--- config.mk ---
export PLATFORM = sky130hd
export DESIGN_NAME = biquad_iir_filter_unit
export DESIGN_NICKNAME = d
export VERILOG_FILES = /design/src/sv/biq_pkg.sv /design/src/sv/biquad_iir_filter_unit.sv
export SDC_FILE = /design/constraint.sdc
export NUM_CORES = 2
export LEC_CHECK = 0
export BUFFER_PORTS_ARGS = -buffer_cell sky130_fd_sc_hd__buf_2
export CAP_MARGIN = 20
export CORE_MARGIN = 2
export CORE_UTILIZATION = 53
export DETAILED_ROUTE_END_ITERATION = 8
export GPL_ROUTABILITY_DRIVEN = 0
export PLACE_DENSITY = 0.69
export RECOVER_POWER = 50
export SYNTH_ARGS = -nofsm -noshare
export SYNTH_HDL_FRONTEND = slang
export SYNTH_SLANG_ARGS = --single-unit
--- constraint.sdc ---
create_clock -name clk -period 10.8 [get_ports clk]
set_input_delay 2.7 -clock clk [delete_from_list [all_inputs] [get_ports clk]]
set_output_delay 2.7 -clock clk [all_outputs]
set_load 0.005 [all_outputs]
--- src/sv/biq_pkg.sv ---
// ----------------------------------------------------------------------------
// biq_pkg: shared constants and helpers for the biquad IIR filter
// Register map, term codes of the multiply-accumulate sequence and the
// default widths of the datapath.
// ----------------------------------------------------------------------------
package biq_pkg;

  // Default datapath sizing
  localparam int SAMPLE_WIDTH    = 16;
  localparam int COEF_FRAC_BITS  = 28;
  localparam int STATE_FRAC_BITS = 16;
  localparam int COEF_WIDTH      = 32;
  localparam int STATE_WIDTH     = 32;

  // Configuration port
  localparam int DATA_WIDTH = 32;
  localparam int ADDR_WIDTH = 5;
  localparam int IDX_WIDTH  = 3;

  localparam logic [IDX_WIDTH-1:0] REG_B0   = 3'd0;
  localparam logic [IDX_WIDTH-1:0] REG_B1   = 3'd1;
  localparam logic [IDX_WIDTH-1:0] REG_B2   = 3'd2;
  localparam logic [IDX_WIDTH-1:0] REG_A0   = 3'd3;
  localparam logic [IDX_WIDTH-1:0] REG_A1   = 3'd4;
  localparam logic [IDX_WIDTH-1:0] REG_A2   = 3'd5;
  localparam logic [IDX_WIDTH-1:0] REG_FORM = 3'd6;

  // Structure select values
  localparam logic FORM_ONE = 1'b0;
  localparam logic FORM_TWO = 1'b1;

  // One product term of the accumulation: coefficient and operand pair
  typedef logic [3:0] term_t;

  localparam term_t T_B0X  = 4'd0;  // b0 * x, sample scaled up
  localparam term_t T_B1X1 = 4'd1;  // b1 * x1, sample scaled up
  localparam term_t T_B2X2 = 4'd2;  // b2 * x2, sample scaled up
  localparam term_t T_A1F1 = 4'd3;  // a1 * f1, subtracted
  localparam term_t T_A2F2 = 4'd4;  // a2 * f2, subtracted
  localparam term_t T_A0X  = 4'd5;  // a0 * x, sample scaled up
  localparam term_t T_B0N  = 4'd6;  // b0 * new state
  localparam term_t T_B1F1 = 4'd7;  // b1 * f1
  localparam term_t T_B2F2 = 4'd8;  // b2 * f2

  typedef logic [2:0] step_t;

  // Number of product terms in a pass
  function automatic step_t n_terms(input logic form);
    n_terms = (form == FORM_ONE) ? 3'd5 : 3'd3;
  endfunction

  // Term issued at a given step of a pass; phase selects the second pass
  // of direct form two (output from the new intermediate value)
  function automatic term_t term_of(input logic form, input logic phase,
                                    input step_t idx);
    term_t t;
    t = T_B0X;
    if (form == FORM_ONE) begin
      case (idx)
        3'd0:    t = T_B0X;
        3'd1:    t = T_B1X1;
        3'd2:    t = T_B2X2;
        3'd3:    t = T_A1F1;
        default: t = T_A2F2;
      endcase
    end else if (!phase) begin
      case (idx)
        3'd0:    t = T_A0X;
        3'd1:    t = T_A1F1;
        default: t = T_A2F2;
      endcase
    end else begin
      case (idx)
        3'd0:    t = T_B0N;
        3'd1:    t = T_B1F1;
        default: t = T_B2F2;
      endcase
    end
    term_of = t;
  endfunction

endpackage

--- src/sv/biquad_iir_filter_unit.sv ---
// ----------------------------------------------------------------------------
// biquad_iir_filter_unit: second-order IIR filter, fixed point
// Direct form one or two biquad with Q4.28 coefficients and Q16.16 state,
// built around one shared 32x32 multiplier and a wide accumulator.
// ----------------------------------------------------------------------------
// One sample goes in, one rounded and saturated sample comes out, along with
// a flag that is set when either the stored state or the output clipped.
// All products are issued one per cycle through a single 32x32 signed
// multiplier and summed in an exact accumulator, so the work per item
// follows the number of terms: five in direct form one, three plus three
// in direct form two, with a rounding step between the two passes. The
// input side stalls from acceptance until the result has been loaded into
// the output register, which waits while the output side stalls, so no new
// item is taken before the last one is through. The user must write the
// coefficients and the form bit through the APB port only while no item is
// in flight; the block does not enforce this. A form switch keeps the
// feedback history as it is.
module biquad_iir_filter_unit #(
  parameter int SAMPLE_WIDTH    = biq_pkg::SAMPLE_WIDTH,
  parameter int COEF_FRAC_BITS  = biq_pkg::COEF_FRAC_BITS,
  parameter int STATE_FRAC_BITS = biq_pkg::STATE_FRAC_BITS
) (
  input  logic                                  clk,
  input  logic                                  rst,
  // Input channel
  input  logic                                  sample_valid,
  output logic                                  sample_stall,
  input  logic signed [SAMPLE_WIDTH-1:0]        sample_in,
  // Result channel
  output logic                                  result_valid,
  input  logic                                  result_stall,
  output logic signed [SAMPLE_WIDTH-1:0]        sample_out,
  output logic                                  clipped,
  // Configuration port
  input  logic                                  psel,
  input  logic                                  penable,
  input  logic                                  pwrite,
  input  logic [biq_pkg::ADDR_WIDTH-1:0]        paddr,
  input  logic [biq_pkg::DATA_WIDTH-1:0]        pwdata,
  output logic [biq_pkg::DATA_WIDTH-1:0]        prdata,
  output logic                                  pready
);

  localparam int CW = biq_pkg::COEF_WIDTH;
  localparam int SW = biq_pkg::STATE_WIDTH;
  // Widest single term plus headroom for five terms and the sign
  localparam int TERM_BITS = (SAMPLE_WIDTH + STATE_FRAC_BITS + 30 > 62) ?
                             (SAMPLE_WIDTH + STATE_FRAC_BITS + 30) : 62;
  localparam int ACC_W     = TERM_BITS + 4;
  localparam int RS        = COEF_FRAC_BITS;
  localparam int RO        = COEF_FRAC_BITS + STATE_FRAC_BITS;

  localparam logic signed [ACC_W:0] HALF_S  = (ACC_W+1)'(1) << (RS - 1);
  localparam logic signed [ACC_W:0] HALF_O  = (ACC_W+1)'(1) << (RO - 1);
  localparam logic signed [ACC_W:0] ST_MAX  =
    (ACC_W+1)'({1'b0, {(SW-1){1'b1}}});
  localparam logic signed [ACC_W:0] ST_MIN  = -ST_MAX - (ACC_W+1)'(1);
  localparam logic signed [ACC_W:0] OUT_MAX =
    (ACC_W+1)'({1'b0, {(SAMPLE_WIDTH-1){1'b1}}});
  localparam logic signed [ACC_W:0] OUT_MIN = -OUT_MAX - (ACC_W+1)'(1);
  localparam logic [CW-1:0] COEF_ONE = CW'(1) << COEF_FRAC_BITS;

  localparam logic [2:0] ST_IDLE    = 3'd0;
  localparam logic [2:0] ST_MAC     = 3'd1;
  localparam logic [2:0] ST_RND_ST  = 3'd2;
  localparam logic [2:0] ST_RND_OUT = 3'd3;
  localparam logic [2:0] ST_DONE    = 3'd4;

  // Configuration registers
  logic signed [CW-1:0] coef_b0, coef_b1, coef_b2, coef_a0, coef_a1, coef_a2;
  logic                 structure_form;

  // Sequencer
  logic [2:0]           state;
  biq_pkg::step_t       cnt;
  logic                 phase;

  // History and working registers
  logic signed [SAMPLE_WIDTH-1:0] x_cur, x_one, x_two;
  logic signed [SW-1:0]           f_one, f_two, new_st;
  logic signed [SAMPLE_WIDTH-1:0] y_val;
  logic                           sat;

  // Multiplier and accumulator
  logic signed [2*CW-1:0] prod;
  logic                   prod_sub, prod_shift;
  logic signed [ACC_W-1:0] acc;

  logic                   cfg_write;
  logic [biq_pkg::IDX_WIDTH-1:0] cfg_idx;
  logic                   accept;
  logic                   out_free;
  biq_pkg::step_t         n_pass;
  biq_pkg::term_t         term;
  logic signed [CW-1:0]   mul_a, mul_b;
  logic                   term_sub, term_shift;
  logic signed [ACC_W-1:0] addend;
  logic                   rnd_sel;
  logic signed [ACC_W:0]  rnd_t, rnd_q, rnd_max, rnd_min, rnd_val;
  logic                   rnd_sat;

  assign pready       = 1'b1;
  assign cfg_write    = psel && penable && pwrite;
  assign cfg_idx      = paddr[biq_pkg::ADDR_WIDTH-1:2];
  assign sample_stall = (state != ST_IDLE);
  assign accept       = sample_valid && !sample_stall;
  assign out_free     = !result_valid || !result_stall;

  // Write configuration registers
  always_ff @(posedge clk) begin
    if (rst) begin
      coef_b0        <= COEF_ONE;
      coef_b1        <= '0;
      coef_b2        <= '0;
      coef_a0        <= COEF_ONE;
      coef_a1        <= '0;
      coef_a2        <= '0;
      structure_form <= biq_pkg::FORM_ONE;
    end else if (cfg_write) begin
      case (cfg_idx)
        biq_pkg::REG_B0:   coef_b0        <= pwdata;
        biq_pkg::REG_B1:   coef_b1        <= pwdata;
        biq_pkg::REG_B2:   coef_b2        <= pwdata;
        biq_pkg::REG_A0:   coef_a0        <= pwdata;
        biq_pkg::REG_A1:   coef_a1        <= pwdata;
        biq_pkg::REG_A2:   coef_a2        <= pwdata;
        biq_pkg::REG_FORM: structure_form <= pwdata[0];
        default: ;
      endcase
    end
  end

  // Read back configuration registers
  always_comb begin
    case (cfg_idx)
      biq_pkg::REG_B0:   prdata = coef_b0;
      biq_pkg::REG_B1:   prdata = coef_b1;
      biq_pkg::REG_B2:   prdata = coef_b2;
      biq_pkg::REG_A0:   prdata = coef_a0;
      biq_pkg::REG_A1:   prdata = coef_a1;
      biq_pkg::REG_A2:   prdata = coef_a2;
      biq_pkg::REG_FORM: prdata = {{(biq_pkg::DATA_WIDTH-1){1'b0}}, structure_form};
      default:           prdata = '0;
    endcase
  end

  // Pick the coefficient and operand of the current term
  assign n_pass = biq_pkg::n_terms(structure_form);
  assign term   = biq_pkg::term_of(structure_form, phase, cnt);

  always_comb begin
    mul_a      = coef_b0;
    mul_b      = CW'(x_cur);
    term_sub   = 1'b0;
    term_shift = 1'b1;
    case (term)
      biq_pkg::T_B0X: begin
        mul_a = coef_b0;
        mul_b = CW'(x_cur);
      end
      biq_pkg::T_B1X1: begin
        mul_a = coef_b1;
        mul_b = CW'(x_one);
      end
      biq_pkg::T_B2X2: begin
        mul_a = coef_b2;
        mul_b = CW'(x_two);
      end
      biq_pkg::T_A1F1: begin
        mul_a      = coef_a1;
        mul_b      = f_one;
        term_sub   = 1'b1;
        term_shift = 1'b0;
      end
      biq_pkg::T_A2F2: begin
        mul_a      = coef_a2;
        mul_b      = f_two;
        term_sub   = 1'b1;
        term_shift = 1'b0;
      end
      biq_pkg::T_A0X: begin
        mul_a = coef_a0;
        mul_b = CW'(x_cur);
      end
      biq_pkg::T_B0N: begin
        mul_a      = coef_b0;
        mul_b      = new_st;
        term_shift = 1'b0;
      end
      biq_pkg::T_B1F1: begin
        mul_a      = coef_b1;
        mul_b      = f_one;
        term_shift = 1'b0;
      end
      biq_pkg::T_B2F2: begin
        mul_a      = coef_b2;
        mul_b      = f_two;
        term_shift = 1'b0;
      end
      default: ;
    endcase
  end

  // Align the registered product to the accumulator fraction point
  assign addend = prod_shift ? (ACC_W'(prod) <<< STATE_FRAC_BITS) : ACC_W'(prod);

  // Round half up and saturate: state width or sample width
  assign rnd_sel = (state == ST_RND_OUT);
  assign rnd_t   = (ACC_W+1)'(acc) + (rnd_sel ? HALF_O : HALF_S);
  assign rnd_q   = rnd_sel ? (rnd_t >>> RO) : (rnd_t >>> RS);
  assign rnd_max = rnd_sel ? OUT_MAX : ST_MAX;
  assign rnd_min = rnd_sel ? OUT_MIN : ST_MIN;

  always_comb begin
    rnd_sat = 1'b0;
    rnd_val = rnd_q;
    if (rnd_q > rnd_max) begin
      rnd_sat = 1'b1;
      rnd_val = rnd_max;
    end else if (rnd_q < rnd_min) begin
      rnd_sat = 1'b1;
      rnd_val = rnd_min;
    end
  end

  // Sequencer and datapath
  always_ff @(posedge clk) begin
    if (rst) begin
      state        <= ST_IDLE;
      cnt          <= '0;
      phase        <= 1'b0;
      result_valid <= 1'b0;
      x_one        <= '0;
      x_two        <= '0;
      f_one        <= '0;
      f_two        <= '0;
    end else begin
      // Drop the result once taken; in ST_DONE the load below decides
      if (result_valid && !result_stall && (state != ST_DONE)) begin
        result_valid <= 1'b0;
      end
      case (state)
        ST_IDLE: begin
          if (accept) begin
            x_cur <= sample_in;
            acc   <= '0;
            sat   <= 1'b0;
            cnt   <= '0;
            phase <= 1'b0;
            state <= ST_MAC;
          end
        end
        ST_MAC: begin
          // Issue a term while any remain, add the previous product
          if (cnt != n_pass) begin
            prod       <= mul_a * mul_b;
            prod_sub   <= term_sub;
            prod_shift <= term_shift;
          end
          if (cnt != '0) begin
            acc <= prod_sub ? (acc - addend) : (acc + addend);
          end
          if (cnt == n_pass) begin
            cnt   <= '0;
            state <= phase ? ST_RND_OUT : ST_RND_ST;
          end else begin
            cnt <= cnt + 3'd1;
          end
        end
        ST_RND_ST: begin
          new_st <= rnd_val[SW-1:0];
          if (rnd_sat) begin
            sat <= 1'b1;
          end
          if (structure_form == biq_pkg::FORM_ONE) begin
            state <= ST_RND_OUT;
          end else begin
            // Second pass: output from the new intermediate value
            acc   <= '0;
            phase <= 1'b1;
            state <= ST_MAC;
          end
        end
        ST_RND_OUT: begin
          y_val <= rnd_val[SAMPLE_WIDTH-1:0];
          if (rnd_sat) begin
            sat <= 1'b1;
          end
          state <= ST_DONE;
        end
        ST_DONE: begin
          // Hold until the output register is free, then advance history
          if (out_free) begin
            sample_out   <= y_val;
            clipped      <= sat;
            result_valid <= 1'b1;
            x_two        <= x_one;
            x_one        <= x_cur;
            f_two        <= f_one;
            f_one        <= new_st;
            state        <= ST_IDLE;
          end
        end
        default: begin
          state <= ST_IDLE;
        end
      endcase
    end
  end

endmodule
==> metrics.txt <==
status complete, but fails checks; failing checks capacitance limit, slew limit; predominant post-synthesis flop cell dfxtp_1; source of the worst register-to-register timing path cnt[2]; most frequent cells in the layout nand2_1 (1,351), fa_1 (1,079), inv_1 (1,026), nor2_1 (723), a21oi_1 (488); Async SR Flop Fraction 0; DRC violations left 0; Critical Path Most Common Cell fa_1; Crit path max-delay family adder cells; # rows 127; CP required 11.34 ns; Mapped Nets 8,699; Buf/Inv on CP 9; Synth Instances 7,284; r2r setup slk 0.34 ns; YS warnings 0; Total Wirelength 211,000 microns; Fin. Hold Viols 0; die area 123,000 sq um; post-synthesis compound-gate area fraction 0.119; critical path class reg -> reg; delay of the slowest cell on the worst path 0.60 ns; router iterations before antenna repair 7; number of buffers created by CTS 59; WHS Endpoint sample_out[0]; commonest non-fill, non-tap cell in the layout nand2_1; Die H 350 microns; # nets final 8,791; Hold Crit Start y_val[0]; final slew viol count 358; # IOs 112; Synth Area in XOR/XNOR 0.0312; Slew @ Worst Pin 5.14 ns; clock root cell clkbuf_16; critical path's slowest cell fa_1; share of post-route cells with drive strength above 1 0.0857; number of global-route vias before repair 53.6k; CP endpoint kind flip-flop; worst r2r dst prod[61]; largest family of logic cells by synthesized area adder cells; initial antenna violation count 3; CTS tree built; core box area 119,000 sq um; Hold/Removal Path Class reg -> reg; Bufs on Longest Clock Path 3; Max-Cap Viols 8; Initial Util 0.532; post-synthesis simple-gate area fraction 0.166; Total Routing Usage GR 0.346; GRT overflow 0; Worst Reg-to-Reg Cells 37; mux cell area share after synthesis 0.00760; die width 350 microns; worst hold stages 0; worst-skew pair later-pin latency 0.68 ns; signal arrival time at the worst endpoint 11.01 ns; cell area after synthesis 63,500 sq um; P&R area growth vs syn 9.91%; Routed Antenna Nets 0; post-synthesis sequential area ratio 0.195; mean area per synthesized cell 8.72 sq um; Fmax 0.0956 GHz; H-tree level count 2; number of synthesized register bits 511; largest net degree at the start of global routing 112; post-DR vias/cell 5.91; critical path startpoint category flip-flop; DR vias 53.4k; Initial DRC Count 5,715; min cycle time layout 10.46 ns; Relative slew margins -2.43; DP Wirelength 164,000 microns; Setup Viol. Count Final 0; unrepaired setup endpoints after global routing no; clock-pin slew on the worst setup and hold paths 0.06 ns; Crit Path Max Fanout 19; Buffers on Ports 108; per-cell routed wire length 23.4 microns; setup TNS 0 ns; Tcrit/Tclk final 0.969; skew final 0.0499 ns; first-pass GRT wire length 321,000 microns; clk sinks 511; number of synthesized flops with an enable pin 214; Adder-Cell Fraction of Synth Area 0.395; Netlist cell types 95
==> worst max-delay path by stage <==
| stage | from | to | slack [ns] | cells past startpoint |
|---|---|---|---|---|
| after floorplan | cnt[0] | prod[60] | 0.90 | 38 |
| after global placement | cnt[0] | prod[62] | 0.02 | 36 |
| after detailed placement | cnt[0] | prod[62] | -0.13 | 34 |
| after CTS | cnt[0] | prod[62] | 0.02 | 36 |
| after global routing | cnt[0] | prod[56] | 0.01 | 42 |
| final | cnt[2] | prod[61] | 0.34 | 37 |
==> repair_timing <==
item / CTS / global route
hold buffers: 0 / 0
gates cloned: 0 / 1
resized for setup: 4 / 39
setup endpoints to repair: 1 / 25
pin swaps: 0 / 7
setup buffers: 0 / 7
==> registers in the layout, indices dropped and copies added (netlist names), 3 cells and up <==
name and cells:
f_two 32, coef_a2 32, y_val 16, coef_a0 32
prod 64, coef_b0 32, x_two 16, x_one 16
new_st 32, coef_b2 32, sample_out 16, coef_b1 32
state 3, coef_a1 32, cnt 3, f_one 32
x_cur 16, acc 66
==> synth_stat cells, drive strengths merged (17+ instances only) <==
master / number / area (sq um)
nand2b: 42 / 263
a31oi: 31 / 194
o21a: 52 / 390
fa: 1083 / 21700
a41oi: 20 / 224
nand3: 100 / 500
a222oi: 49 / 490
nor2: 728 / 2730
dfxtp: 297 / 5950
xnor2: 119 / 1040
ha: 272 / 3400
clkbuf: 286 / 1070
nand4: 64 / 407
mux2i: 46 / 460
a41o: 17 / 170
a21oi: 494 / 2480
a21o: 78 / 586
nand2: 1358 / 5100
edfxtp: 214 / 6430
a211oi: 19 / 153
inv: 1030 / 3870
nor3: 55 / 280
xor2: 107 / 937
buf: 122 / 603
o21ai: 166 / 835
nor2b: 35 / 219
a22oi: 111 / 833
and3: 34 / 214
and2: 39 / 244
o21bai: 36 / 270
==> worst reg2reg max path: cells and delay by family (launching register included) <==
kind            cells  cell delay, ns
simple gates        6            1.35
xor+xnor            1            0.40
flops               1            0.41
fa+ha+maj          10            4.43
compound gates     11            2.55
buf+inv             9            1.21
==> per-stage QoR <==
stage	std cells	setup WS, ns	util	instance area (sq um)	hold WS [ns]
2_1_floorplan	7284	0.899	-	63500	0.400
3_3_place_gp	8916	0.0190	0.566	67500	0.412
3_5_place_dp	8917	-0.126	0.566	67600	0.407
4_1_cts	9025	0.0200	0.583	69600	0.422
5_1_grt	9035	0.0108	0.585	69800	0.434
6_report	9037	0.335	0.585	69800	0.424
==> layout make-up <==
type / instances / area, sq um
clock inverters: 22 / 258
diodes: 2 / 5.00
inverters: 1031 / 3870
repair buffers: 438 / 3520
flip-flops and latches: 511 / 12400
clock buffers: 86 / 1800
well taps: 1612 / 2020
fillers: 10300 / 49500
multi-input cells: 5335 / 46000
==> routing by layer <==
metal | vias to the layer above | share of wire | wire, microns | GRT usage
li1 | 23446 | - | - | -
met1 | 26172 | 0.37 | 78600 | 0.447
met5 | - | 0.000061 | 13 | 0
met2 | 3083 | 0.42 | 88800 | 0.514
met3 | 670 | 0.13 | 27800 | 0.104
met4 | 2 | 0.077 | 16200 | 0.210
==> cell families after synthesis <==
| group | count (synthesis) |
|---|---|
| AO/OA/AOI/OAI | 1178 |
| flip-flops | 511 |
| buffers and inverters | 1439 |
| XOR/XNOR | 226 |
| AND/OR/NAND/NOR | 2526 |
| adder cells (fa/ha/maj) | 1355 |
| other | 1 |
| multiplexers | 48 |
Power is not shown: default switching activity piles up to over one toggle a cycle in this logic, so the estimate is an artifact.
